<file path="config.mk">
export PLATFORM = sky130hd
export DESIGN_NAME = pow_target_check_top_flat
export DESIGN_NICKNAME = d
export VERILOG_FILES = /design/src/rtl/ptc_pkg.sv /design/src/rtl/ptc_req_if.sv /design/src/rtl/ptc_rsp_if.sv /design/src/rtl/ptc_decode.sv /design/src/rtl/ptc_expand.sv /design/src/rtl/ptc_compare.sv /design/src/rtl/pow_target_check_top.sv /design/src/flat_wrapper.sv
export SDC_FILE = /design/constraint.sdc
export NUM_CORES = 2
export LEC_CHECK = 0
export ABC_AREA = 1
export BUFFER_PORTS_ARGS = -buffer_cell sky130_fd_sc_hd__buf_4
export CAP_MARGIN = 20
export CORE_UTILIZATION = 35
export CTS_CLUSTER_SIZE = 30
export DETAILED_ROUTE_END_ITERATION = 16
export GPL_TIMING_DRIVEN = 0
export RECOVER_POWER = 50
export SLEW_MARGIN = 10
export SYNTH_ARGS = -nofsm -noshare
export SYNTH_HDL_FRONTEND = slang
export SYNTH_SLANG_ARGS = --single-unit
</file>
<file path="constraint.sdc">
create_clock -name clock -period 16.07 [get_ports clock]
set_clock_uncertainty 0.05 [all_clocks]
set_input_delay 0 -clock clock [delete_from_list [all_inputs] [get_ports clock]]
set_output_delay 0 -clock clock [all_outputs]
set_load 0.1 [all_outputs]
</file>
<file path="src/rtl/ptc_pkg.sv">
// Shared types and constants of the compact target check pipeline.
// No dependencies; every other file of the block imports this package.
`default_nettype none

package ptc_pkg;

   localparam int WORD_WIDTH     = 64;
   localparam int HASH_WORDS     = 4;
   localparam int HASH_WIDTH     = WORD_WIDTH * HASH_WORDS;
   localparam int COMPACT_WIDTH  = 32;
   localparam int EXP_WIDTH      = 8;
   localparam int MANT_WIDTH     = 23;
   localparam int SHIFT_WIDTH    = 5;
   localparam int STATUS_WIDTH   = 3;
   localparam int CSR_ADDR_WIDTH = 5;
   localparam int CSR_DATA_WIDTH = 64;

   localparam logic [EXP_WIDTH-1:0]  EXP_BIAS     = 8'd3;
   localparam logic [EXP_WIDTH-1:0]  EXP_MAX      = 8'd34;
   localparam logic [EXP_WIDTH-1:0]  EXP_MAX_BYTE = 8'd33;
   localparam logic [EXP_WIDTH-1:0]  EXP_MAX_HALF = 8'd32;
   localparam logic [MANT_WIDTH-1:0] MANT_BYTE    = 23'h0000ff;
   localparam logic [MANT_WIDTH-1:0] MANT_HALF    = 23'h00ffff;

   localparam logic [WORD_WIDTH-1:0] LIMIT_RESET = '1;

   typedef enum logic [STATUS_WIDTH-1:0] {
      ST_PASS        = 3'd0,
      ST_NEGATIVE    = 3'd1,
      ST_ZERO        = 3'd2,
      ST_OVERFLOW    = 3'd3,
      ST_ABOVE_LIMIT = 3'd4,
      ST_HASH_HIGH   = 3'd5
   } status_type;

   typedef enum logic [1:0] {
      REG_LIMIT_0 = 2'd0,
      REG_LIMIT_1 = 2'd1,
      REG_LIMIT_2 = 2'd2,
      REG_LIMIT_3 = 2'd3
   } reg_index_type;

   typedef logic [HASH_WORDS-1:0][WORD_WIDTH-1:0] wide_type;

   typedef struct packed {
      wide_type                hash;
      logic [MANT_WIDTH-1:0]   mant;
      logic [SHIFT_WIDTH-1:0]  byte_shift;
      status_type              status;
   } dec_type;

   typedef struct packed {
      wide_type   hash;
      wide_type   target;
      status_type status;
   } exp_type;

   typedef struct packed {
      logic [HASH_WORDS-1:0] hash_gt;
      logic [HASH_WORDS-1:0] hash_eq;
      logic [HASH_WORDS-1:0] lim_gt;
      logic [HASH_WORDS-1:0] lim_eq;
      status_type            status;
   } cmp_type;

endpackage

`default_nettype wire

</file>
<file path="src/rtl/ptc_req_if.sv">
// Input channel of the target check: hash words and compact target.
// Depends on ptc_pkg for field widths.
`default_nettype none

interface ptc_req_if import ptc_pkg::*; ();
   logic                     valid;
   logic                     ready;
   logic [WORD_WIDTH-1:0]    hash_word_0;
   logic [WORD_WIDTH-1:0]    hash_word_1;
   logic [WORD_WIDTH-1:0]    hash_word_2;
   logic [WORD_WIDTH-1:0]    hash_word_3;
   logic [COMPACT_WIDTH-1:0] compact_target;

   modport source (output valid, hash_word_0, hash_word_1, hash_word_2, hash_word_3,
                   compact_target, input ready);
   modport sink   (input valid, hash_word_0, hash_word_1, hash_word_2, hash_word_3,
                   compact_target, output ready);
endinterface

`default_nettype wire

</file>
<file path="src/rtl/ptc_rsp_if.sv">
// Result channel of the target check: pass flag and status code.
// Depends on ptc_pkg for field widths.
`default_nettype none

interface ptc_rsp_if import ptc_pkg::*; ();
   logic                    valid;
   logic                    ready;
   logic                    pass;
   logic [STATUS_WIDTH-1:0] status;

   modport source (output valid, pass, status, input ready);
   modport sink   (input valid, pass, status, output ready);
endinterface

`default_nettype wire

</file>
<file path="src/rtl/ptc_decode.sv">
// Stage 1: split the compact target, form the effective mantissa and the
// early rejections (negative, zero, overflow). Depends on ptc_pkg.
`default_nettype none

module ptc_decode import ptc_pkg::*; (
   input  logic                     clock,
   input  logic                     reset,
   input  logic                     in_valid,
   output logic                     in_ready,
   input  wide_type                 in_hash,
   input  logic [COMPACT_WIDTH-1:0] in_compact,
   output logic                     out_valid,
   input  logic                     out_ready,
   output dec_type                  out_data
);

   logic                  valid_ff, valid_in;
   dec_type               data_ff, data_in;
   logic [EXP_WIDTH-1:0]  exponent;
   logic                  sign;
   logic [MANT_WIDTH-1:0] raw_mant, eff_mant;
   logic [EXP_WIDTH-1:0]  shift_full;
   logic                  overflow;

   assign exponent = in_compact[COMPACT_WIDTH-1 -: EXP_WIDTH];
   assign sign     = in_compact[MANT_WIDTH];
   assign raw_mant = in_compact[MANT_WIDTH-1:0];

   always_comb begin
      case (exponent)
         8'd0:    eff_mant = '0;
         8'd1:    eff_mant = raw_mant >> 16;
         8'd2:    eff_mant = raw_mant >> 8;
         default: eff_mant = raw_mant;
      endcase
   end

   assign overflow   = (exponent > EXP_MAX)
                    || ((eff_mant > MANT_BYTE) && (exponent > EXP_MAX_BYTE))
                    || ((eff_mant > MANT_HALF) && (exponent > EXP_MAX_HALF));
   assign shift_full = (exponent > EXP_BIAS) ? (exponent - EXP_BIAS) : '0;

   always_comb begin
      data_in            = data_ff;
      valid_in           = valid_ff;
      if (in_ready) begin
         valid_in = in_valid;
         if (in_valid) begin
            data_in.hash       = in_hash;
            data_in.mant       = eff_mant;
            data_in.byte_shift = shift_full[SHIFT_WIDTH-1:0];
            if (eff_mant != '0 && sign)
               data_in.status = ST_NEGATIVE;
            else if (eff_mant == '0)
               data_in.status = ST_ZERO;
            else if (overflow)
               data_in.status = ST_OVERFLOW;
            else
               data_in.status = ST_PASS;
         end
      end
   end

   always_ff @(posedge clock) begin
      if (reset) begin
         valid_ff <= 1'b0;
      end else begin
         valid_ff <= valid_in;
      end
      data_ff <= data_in;
   end

   assign in_ready  = !valid_ff || out_ready;
   assign out_valid = valid_ff;
   assign out_data  = data_ff;

endmodule

`default_nettype wire

</file>
<file path="src/rtl/ptc_expand.sv">
// Stage 2: expand the effective mantissa into the 256-bit target by a
// byte-granular barrel shift. Depends on ptc_pkg.
`default_nettype none

module ptc_expand import ptc_pkg::*; (
   input  logic    clock,
   input  logic    reset,
   input  logic    in_valid,
   output logic    in_ready,
   input  dec_type in_data,
   output logic    out_valid,
   input  logic    out_ready,
   output exp_type out_data
);

   logic                        valid_ff, valid_in;
   exp_type                     data_ff, data_in;
   logic [HASH_WIDTH-1:0]       target;
   logic [SHIFT_WIDTH+2:0]      bit_shift;

   assign bit_shift = {in_data.byte_shift, 3'b000};
   assign target    = HASH_WIDTH'(in_data.mant) << bit_shift;

   always_comb begin
      data_in  = data_ff;
      valid_in = valid_ff;
      if (in_ready) begin
         valid_in = in_valid;
         if (in_valid) begin
            data_in.hash   = in_data.hash;
            data_in.target = target;
            data_in.status = in_data.status;
         end
      end
   end

   always_ff @(posedge clock) begin
      if (reset) begin
         valid_ff <= 1'b0;
      end else begin
         valid_ff <= valid_in;
      end
      data_ff <= data_in;
   end

   assign in_ready  = !valid_ff || out_ready;
   assign out_valid = valid_ff;
   assign out_data  = data_ff;

endmodule

`default_nettype wire

</file>
<file path="src/rtl/ptc_compare.sv">
// Stages 3 and 4: per-word compares of target against limit and hash
// against target, then the ordered merge into the final status. Depends on ptc_pkg.
`default_nettype none

module ptc_compare import ptc_pkg::*; (
   input  logic                    clock,
   input  logic                    reset,
   input  wide_type                limit,
   input  logic                    in_valid,
   output logic                    in_ready,
   input  exp_type                 in_data,
   output logic                    out_valid,
   input  logic                    out_ready,
   output logic                    out_pass,
   output logic [STATUS_WIDTH-1:0] out_status
);

   logic       cmp_valid_ff, cmp_valid_in, cmp_ready;
   cmp_type    cmp_ff, cmp_in;
   logic       res_valid_ff, res_valid_in;
   status_type res_ff, res_in;
   logic       lim_greater, hash_greater;
   status_type merged;

   always_comb begin
      cmp_in       = cmp_ff;
      cmp_valid_in = cmp_valid_ff;
      if (in_ready) begin
         cmp_valid_in = in_valid;
         if (in_valid) begin
            for (int i = 0; i < HASH_WORDS; i++) begin
               cmp_in.lim_gt[i]  = in_data.target[i] > limit[i];
               cmp_in.lim_eq[i]  = in_data.target[i] == limit[i];
               cmp_in.hash_gt[i] = in_data.hash[i] > in_data.target[i];
               cmp_in.hash_eq[i] = in_data.hash[i] == in_data.target[i];
            end
            cmp_in.status = in_data.status;
         end
      end
   end

   always_comb begin
      lim_greater  = 1'b0;
      hash_greater = 1'b0;
      for (int i = 0; i < HASH_WORDS; i++) begin
         lim_greater  = cmp_ff.lim_gt[i] || (cmp_ff.lim_eq[i] && lim_greater);
         hash_greater = cmp_ff.hash_gt[i] || (cmp_ff.hash_eq[i] && hash_greater);
      end
      if (cmp_ff.status != ST_PASS)
         merged = cmp_ff.status;
      else if (lim_greater)
         merged = ST_ABOVE_LIMIT;
      else if (hash_greater)
         merged = ST_HASH_HIGH;
      else
         merged = ST_PASS;
   end

   always_comb begin
      res_in       = res_ff;
      res_valid_in = res_valid_ff;
      if (cmp_ready) begin
         res_valid_in = cmp_valid_ff;
         if (cmp_valid_ff)
            res_in = merged;
      end
   end

   always_ff @(posedge clock) begin
      if (reset) begin
         cmp_valid_ff <= 1'b0;
         res_valid_ff <= 1'b0;
      end else begin
         cmp_valid_ff <= cmp_valid_in;
         res_valid_ff <= res_valid_in;
      end
      cmp_ff <= cmp_in;
      res_ff <= res_in;
   end

   assign cmp_ready  = !res_valid_ff || out_ready;
   assign in_ready   = !cmp_valid_ff || cmp_ready;
   assign out_valid  = res_valid_ff;
   assign out_status = res_ff;
   assign out_pass   = (res_ff == ST_PASS);

endmodule

`default_nettype wire

</file>
<file path="src/rtl/pow_target_check_top.sv">
// Top level of the compact target check: limit registers on the APB-style
// port and the four-stage pipeline. Depends on ptc_pkg, ptc_req_if, ptc_rsp_if,
// ptc_decode, ptc_expand and ptc_compare.
//
//   channel   direction  handshake         contents
//   req       in         valid/ready       hash_word_0..3, compact_target
//   rsp       out        valid/ready       pass, status
//   csr       in         psel/penable      limit_word_0..3 at 8*i, 64-bit data
//
// An accepted item passes four registered stages before its result is valid:
// decode, target expansion, per-word compare, status merge.
// One item per cycle is sustained while rsp is ready; each stage holds a valid bit and refills
// when it is empty or its successor takes its item.
// A stalled rsp holds the last stage; earlier stages keep filling bubbles.
// Synchronous reset empties the pipeline and sets the limit to all ones.
`default_nettype none

module pow_target_check_top import ptc_pkg::*; (
   input  logic                      clock,
   input  logic                      reset,
   ptc_req_if.sink                   req,
   ptc_rsp_if.source                 rsp,
   input  logic                      psel,
   input  logic                      penable,
   input  logic                      pwrite,
   input  logic [CSR_ADDR_WIDTH-1:0] paddr,
   input  logic [CSR_DATA_WIDTH-1:0] pwdata,
   output logic [CSR_DATA_WIDTH-1:0] prdata,
   output logic                      pready
);

   wide_type      limit_ff, limit_in;
   reg_index_type csr_index;
   logic          csr_write;
   logic          dec_valid, dec_ready, exp_valid, exp_ready;
   dec_type       dec_data;
   exp_type       exp_data;
   wide_type      req_hash;

   assign pready    = 1'b1;
   assign csr_index = reg_index_type'(paddr[CSR_ADDR_WIDTH-1:3]);
   assign csr_write = psel && penable && pwrite && pready;
   assign prdata    = limit_ff[csr_index];

   always_comb begin
      limit_in = limit_ff;
      if (csr_write)
         limit_in[csr_index] = pwdata;
   end

   always_ff @(posedge clock) begin
      if (reset) begin
         limit_ff <= {HASH_WORDS{LIMIT_RESET}};
      end else begin
         limit_ff <= limit_in;
      end
   end

   assign req_hash = {req.hash_word_3, req.hash_word_2, req.hash_word_1, req.hash_word_0};

   ptc_decode u_decode (
      .clock      (clock),
      .reset      (reset),
      .in_valid   (req.valid),
      .in_ready   (req.ready),
      .in_hash    (req_hash),
      .in_compact (req.compact_target),
      .out_valid  (dec_valid),
      .out_ready  (dec_ready),
      .out_data   (dec_data)
   );

   ptc_expand u_expand (
      .clock     (clock),
      .reset     (reset),
      .in_valid  (dec_valid),
      .in_ready  (dec_ready),
      .in_data   (dec_data),
      .out_valid (exp_valid),
      .out_ready (exp_ready),
      .out_data  (exp_data)
   );

   ptc_compare u_compare (
      .clock      (clock),
      .reset      (reset),
      .limit      (limit_ff),
      .in_valid   (exp_valid),
      .in_ready   (exp_ready),
      .in_data    (exp_data),
      .out_valid  (rsp.valid),
      .out_ready  (rsp.ready),
      .out_pass   (rsp.pass),
      .out_status (rsp.status)
   );

   a_pass_status: assert property (@(posedge clock) disable iff (reset)
      rsp.valid |-> (rsp.pass == (rsp.status == ST_PASS)))
      else $error("pass flag disagrees with status");

   a_ready_chain: assert property (@(posedge clock) disable iff (reset)
      rsp.ready |-> req.ready)
      else $error("pipeline blocks input while output drains");

   a_csr_write: assert property (@(posedge clock) disable iff (reset)
      csr_write |=> limit_ff[$past(csr_index)] == $past(pwdata))
      else $error("limit register not updated by write");

   a_reset_empty: assert property (@(posedge clock)
      $past(reset) |-> !rsp.valid)
      else $error("result valid right after reset");

endmodule

`default_nettype wire

</file>
<file path="src/flat_wrapper.sv">
// flat-port wrapper written by rule: the top's interface ports become plain ports
module pow_target_check_top_flat import ptc_pkg::*;
  (clock, reset, psel, penable, pwrite, paddr, pwdata, prdata, pready, req_valid, req_hash_word_0, req_hash_word_1, req_hash_word_2, req_hash_word_3, req_compact_target, req_ready, rsp_valid, rsp_pass, rsp_status, rsp_ready);
  ptc_req_if req_i ();
  ptc_rsp_if rsp_i ();
  input  logic clock;
  input  logic reset;
  input  logic psel;
  input  logic penable;
  input  logic pwrite;
  input  logic [CSR_ADDR_WIDTH-1:0] paddr;
  input  logic [CSR_DATA_WIDTH-1:0] pwdata;
  output logic [CSR_DATA_WIDTH-1:0] prdata;
  output logic pready;
  input wire logic [$bits(req_i.valid)-1:0] req_valid;
  input wire logic [$bits(req_i.hash_word_0)-1:0] req_hash_word_0;
  input wire logic [$bits(req_i.hash_word_1)-1:0] req_hash_word_1;
  input wire logic [$bits(req_i.hash_word_2)-1:0] req_hash_word_2;
  input wire logic [$bits(req_i.hash_word_3)-1:0] req_hash_word_3;
  input wire logic [$bits(req_i.compact_target)-1:0] req_compact_target;
  output wire logic [$bits(req_i.ready)-1:0] req_ready;
  output wire logic [$bits(rsp_i.valid)-1:0] rsp_valid;
  output wire logic [$bits(rsp_i.pass)-1:0] rsp_pass;
  output wire logic [$bits(rsp_i.status)-1:0] rsp_status;
  input wire logic [$bits(rsp_i.ready)-1:0] rsp_ready;
  assign req_i.valid = req_valid;
  assign req_i.hash_word_0 = req_hash_word_0;
  assign req_i.hash_word_1 = req_hash_word_1;
  assign req_i.hash_word_2 = req_hash_word_2;
  assign req_i.hash_word_3 = req_hash_word_3;
  assign req_i.compact_target = req_compact_target;
  assign req_ready = req_i.ready;
  assign rsp_valid = rsp_i.valid;
  assign rsp_pass = rsp_i.pass;
  assign rsp_status = rsp_i.status;
  assign rsp_i.ready = rsp_ready;
  pow_target_check_top u_core (.clock(clock), .reset(reset), .req(req_i), .rsp(rsp_i), .psel(psel), .penable(penable), .pwrite(pwrite), .paddr(paddr), .pwdata(pwdata), .prdata(prdata), .pready(pready));
endmodule
</file>
* Word level (Yosys, flattened, before mapping)
Index checks and enable logic that the tools add are counted.
Widths: inputs -> output; s select.
** Word-level totals
- Flip-flop bits (word level) :: 1084
- Output and inout bits :: 71
- Word-level logic and storage cells :: 108
** Cells by class
- $add $sub $neg :: 1
- Order comparisons :: 16
- Equality and inequality tests :: 10
- Shift operators :: 1
- Mux-type cells :: 11
- Reduce and logical (&&, ||, !) cells :: 38
** Operators with widths (count)
- $eq 64x64->1 :: 8
- $gt 64x64->1 :: 8
- $bwmux 256 :: 1
- $shl 23x8->256 :: 1
- $bmux 64 s2 :: 1
- $demux 64 s2 :: 1
- $mux 64 :: 2
- $pmux 23 s3 :: 1
- $gt 8x6->1 const B :: 3
- $gt 23x16->1 const B :: 1
- $gt 23x8->1 const B :: 1
- $logic_not 23->1 :: 1
- $reduce_bool 23->1 :: 1
- $logic_and 1x1->1 :: 12
- $logic_or 1x1->1 :: 12
- $mux 3 :: 3
- $eq 8x1->1 const B :: 1
- $eq 8x2->1 const B :: 1
- $gt 8x2->1 const B :: 1
- $logic_not 8->1 :: 1
- $reduce_and 2->1 :: 4
- $sub 5x2->5 const B :: 1
- $logic_not 1->1 :: 4
- $mux 2 :: 2
- other kinds (5) :: 5

* Depth between registers and ports, before layout
- Depth after elaboration :: 9
- Mapped depth :: 15
- Mapped depth without buffers :: 15

* Cells and area by module
A second synthesis with hierarchy kept.
** Second synthesis, totals
- Cell total of the unflattened synthesis :: 5414
- Area, all modules :: 53273.6 um2
** By module, submodules not included
- ptc_expand :: times used 1, cells each 1210, area an instance 18726.7 um2, seq. area each 15484.9 um2
- ptc_compare :: times used 1, cells each 2249, area an instance 14366.3 um2, seq. area each 640.6 um2
- pow_target_check_top :: times used 1, cells each 1497, area an instance 10719.0 um2, seq. area each 5124.9 um2
- ptc_decode :: times used 1, cells each 458, area an instance 9461.6 um2, seq. area each 8608.3 um2

* Least setup slack after synthesis
No wires, ideal clock.
- Path kind :: flip-flop to flip-flop
- Start :: register u_core.u_compare.res_valid_ff (netlist: u_core.u_compare.out_valid)
- End :: register u_core.u_decode.data_ff, in the netlist u_core.u_decode.out_data[0], enable pin
- Arrival :: 13.107 ns
- Data required time :: 15.074 ns
- Path slack :: 1.968 ns
- Stages on the path, launching flop included :: 10
- Buffers on the path :: 0
- Period minus slack after synthesis :: 14.102 ns
- Path through :: dfxtp_1 > inv_1 > nor2_1 > inv_1 > nor2_1 > inv_1 > nor2_1 > inv_1 > nor2_1 > nor2_1
** Between the ends
- Word-level cells in the longest chain between the ends :: 6
** Ends and longest elaborated chain
- start, declared :: RTL line ptc_compare.sv:20 : logic res_valid_ff, res_valid_in;
- start signal, assigned :: RTL line ptc_compare.sv:75 : res_valid_ff <= res_valid_in;
- $logic_not 1->1 :: RTL line ptc_compare.sv:81 : assign cmp_ready = !res_valid_ff || out_ready;
- $logic_or 1x1->1 :: RTL line ptc_compare.sv:81
- $logic_or 1x1->1 :: RTL line ptc_compare.sv:82 : assign in_ready = !cmp_valid_ff || cmp_ready;
- $logic_or 1x1->1 :: RTL line ptc_expand.sv:46 : assign in_ready = !valid_ff || out_ready;
- $logic_or 1x1->1 :: RTL line ptc_decode.sv:73 : assign in_ready = !valid_ff || out_ready;
- $reduce_and 2->1 (no line)
- end signal, assigned :: RTL line ptc_decode.sv:70 : data_ff <= data_in;
- end, declared :: RTL line ptc_decode.sv:18 : dec_type data_ff, data_in;
Every way passes these cells.
A chain may end at the register's enable or synchronous reset.

* Final worst setup path
- Start :: input rsp_ready
- End :: register u_core.u_expand.data_ff, in the netlist u_core.u_expand.out_data[484], enable pin
** Between the ends
- Word-level cells in the longest chain between the ends :: 4
** Ends and longest elaborated chain
- start, declared :: RTL line flat_wrapper.sv:25 : input wire logic [$bits(rsp_i.ready)-1:0] rsp_ready;
- $logic_or 1x1->1 :: RTL line ptc_compare.sv:81
- $logic_or 1x1->1 :: RTL line ptc_compare.sv:82
- $logic_or 1x1->1 :: RTL line ptc_expand.sv:46
- $reduce_and 2->1 (no line)
- end signal, assigned :: RTL line ptc_expand.sv:43 : data_ff <= data_in;
- end, declared :: RTL line ptc_expand.sv:17 : exp_type data_ff, data_in;
Every way passes these cells.

==> flow_summary.toml <==
[timing]
period_share_pct = 42.3
setup_ws_ps = 9280
hold_viol_final = 0
fmax_mhz = 147
setup_viol_count_final = 0
slew_headroom_pct = -327
slew_violations = 271
worstMarginPinSlew_ps = 6400
period_minus_slack_ps = 6790
finalSetupTns_ps = 0
grt_setup_unrepaired = "no"

[setup_path]
slowest_stage = "clkbuf_1"
cp_cell_sequence = "dlygate4sd3_1, clkbuf_4, dlygate4sd3_1, nor2_1, inv_1, nor2_1, inv_1, nor2_1, inv_1, nand2_1, clkinvlp_2, clkbuf_1, buf_16, buf_16"
cp_data_required_time_ps = 16400
max_stage_delay_ps = 4080
critPathBufInv = 10
cp_top_family = "buffers and inverters"
crit_type = "input port to flop"
crit_arrival_ps = 7130
endpoint_kind = "flop"
r2r_start = "u_core.u_compare.out_valid"
worstPathMaxFanout = 103
critPathLaunchType = "input port"
cp-startpoint = "rsp_ready"

[hold_path]
hp-class = "input port to flop"
worstHoldStart = "req_valid"

[cells_and_area]
multiInputGateArea_mm2 = 0.0178
fillers = 13398
area_growth_pct = 33.3
drive_gt1_share_pct = 10.4
fin_util_pct = 47.0
nNetsFinal = 7024
seq_area_mm2 = 0.0298

[route]
drt-pass1-iter-count = 6
viasPerCell = 5.04
wirelength_mm = 183
drt_iter0_markers = 3740
postRouteAntennaNets = 0
vias = 41159
avgRoutedWirePerCell_um = 22.4
route.detailed.drc = 0

[die]
dieWidth_um = 385
die_h_um = 385
die_area_mm2 = 0.148
start_util_pct = 35.2
coreArea_mm2 = 0.145
io_pins = 435
fp-row-count = 140

[clocking]
cts.sink_count = 1079
htreeDepth = 3
root_buffer = "clkbuf_16"
cts_tree = "done"
postCtsResizedCells = 0
cts_buffers = 119
clk_path_buf_depth = 3
clk_pin_slew_ps = 60
clock_latency_ps = 770

[yosys]
syn_inst = 4860
synth.distinct_cells = 49
syn-cell-area_mm2 = 0.0512
synthFlopType = "edfxtp_1"
ys_warn_count = 0
postSynthAreaPerCell_um2 = 10.5
synth-edff-count = 819
yosysSeqAreaShare_pct = 58.2
syn_nets = 5740
synth_seq_cells = 1079
async_flop_share_pct = 0

[power_and_ir_drop]
seq_power_share_pct = 46.4
peakVddDrop_uv = 91.1
swShare_pct = 26.3
clockPowerShare_pct = 41.6
leakage_uw = 0.0297
power_frac_comb_pct = 12.0
total_power_uw = 6860
p_int_uw = 5050
power.density_mw_per_mm2 = 100
switchingPower_uw = 1800

[global_routing]
grt_antenna_before_repair = 8
grt_pass1_vias = 40754
grt_max_degree = 117
grt_overflow_total = 0
gr-usage-all-layers_pct = 24.4
grt_pass1_wl_mm = 264

[run]
cap_violations = 5

[outcome]
status = "finished, violations left"
violations = "capacitance limit, slew limit"

[place]
dp_slack_ps = 12770
dp_hpwl_mm = 139
portBuffers = 430
gp_congestion = 0.928
==> through the flow <==
step	area, µm²	cells	hold slack, ps
final	68300	8172	37.8
after global routing	68300	8168	25.8
after detailed placement	57400	7234	129
after CTS	68500	8167	0.785
after floorplan	51200	4860	19.1
after global placement	56900	7207	129
==> per-layer routing <==
layer / part of all wire, % / track usage (%)
met3: 7.4 / 4.29
met4: 3.4 / 8.09
met2: 46 / 39.6
met1: 43 / 32.8
met5: 0.026 / 0
==> kinds of logic (layout without fill, tap and decap cells) <==
family	count (synthesis)	count (layout)	synth area share, %
buf+inv	941	2331	6.96
compound gates	894	894	11.1
xor+xnor	1	1	0.0171
flops	1079	1079	58.2
fa+ha+maj	516	516	12.6
other cells	1	6	0.00732
simple gates	1428	1428	11.2
==> sequential cells by signal, summed over array words and instances, names as in the netlist <==
signal,count
u_core.limit_ff,256
u_core.u_decode.out_data,286
u_core.u_expand.out_valid,1
u_core.u_compare.cmp_ff,16
u_core.u_compare.out_valid,1
u_core.u_compare.cmp_valid_ff,1
u_core.u_expand.out_data,514
u_core.u_decode.out_valid,1
u_core.u_compare.out_status,3
==> worst register-to-register path, delay by kind of cell (launching register included) <==
kind / cells / cell delay, ps
and+or+nand+nor: 4 / 210
buffers and inverters: 8 / 5590
DFF: 1 / 320
==> cell usage in the layout (no fill, tap or decap), types with 7 or more instances in the layout <==
| cell | instances |
|---|---|
| a22oi_1 | 67 |
| o221ai_1 | 63 |
| o32ai_1 | 8 |
| a21oi_1 | 270 |
| edfxtp_1 | 819 |
| buf_1 | 17 |
| o211ai_1 | 261 |
| clkinv_2 | 24 |
| bufinv_16 | 15 |
| nor2_1 | 422 |
| nor4_1 | 22 |
| clkbuf_1 | 176 |
| a31oi_1 | 12 |
| buf_12 | 7 |
| clkinvlp_4 | 13 |
| nand4_1 | 48 |
| dlygate4sd3_1 | 706 |
| buf_4 | 166 |
| nor3_1 | 29 |
| inv_1 | 764 |
| nand3_1 | 73 |
| buf_2 | 11 |
| clkbuf_16 | 120 |
| dfxtp_1 | 260 |
| clkinv_1 | 25 |
| ha_1 | 516 |
| o21ai_0 | 180 |
| nand2_1 | 819 |
| o22ai_1 | 7 |
| clkbuf_4 | 257 |
==> power by group through the flow <==
stage	combinational (µW)	clock, µW	sequential (µW)
finish	822	2850	3180
global route	882	3000	3190
CTS	822	2890	3180
detailed placement	683	0	3230
global placement	658	0	3300
floorplan	385	0	3240
==> synth_stat cells, types with 67 or more instances <==
library cell    n  area [µm²]
a21oi_1       269        1350
a22oi_1        67         503
clkbuf_1      141         529
dfxtp_1       260        5200
edfxtp_1      819       24600
ha_1          516        6460
inv_1         765        2870
nand2_1       818        3070
nand3_1        72         360
nor2_1        423        1590
o211ai_1      261        1960
o21ai_0       178         891
==> what timing repair did <==
item | CTS | global route
endpoints found under the setup margin | 0 | 0
hold buffers | 706 | 0
setup buffers | 0 | 0
hold endpoints to repair | 637 | 0
==> final timing paths <==
path | slack [ps] | to | cells past startpoint
worst max-delay path | 9280 | u_core.u_expand.out_data[484] | 14
worst min-delay path | 40 | u_core.u_decode.out_valid | 4
worst max register to register | 9340 | u_core.u_expand.out_data[484] | 12
worst min register to register | 360 | u_core.u_expand.out_data[432] | 0
==> layout make-up <==
cell class / instances / share of cell area (%)
Sequential cell: 1079 / 43.6
Inverter: 768 / 4.22
Multi-Input combinational cell: 2840 / 26.1
Clock inverter: 92 / 1.44
Tap cell: 1917 / 3.51
Timing Repair Buffer: 1163 / 15.6
Clock buffer: 135 / 4.51
Buffer: 173 / 0.976
Antenna cell: 5 / 0.0183
Note: power is estimated with default switching activity, not from simulation.
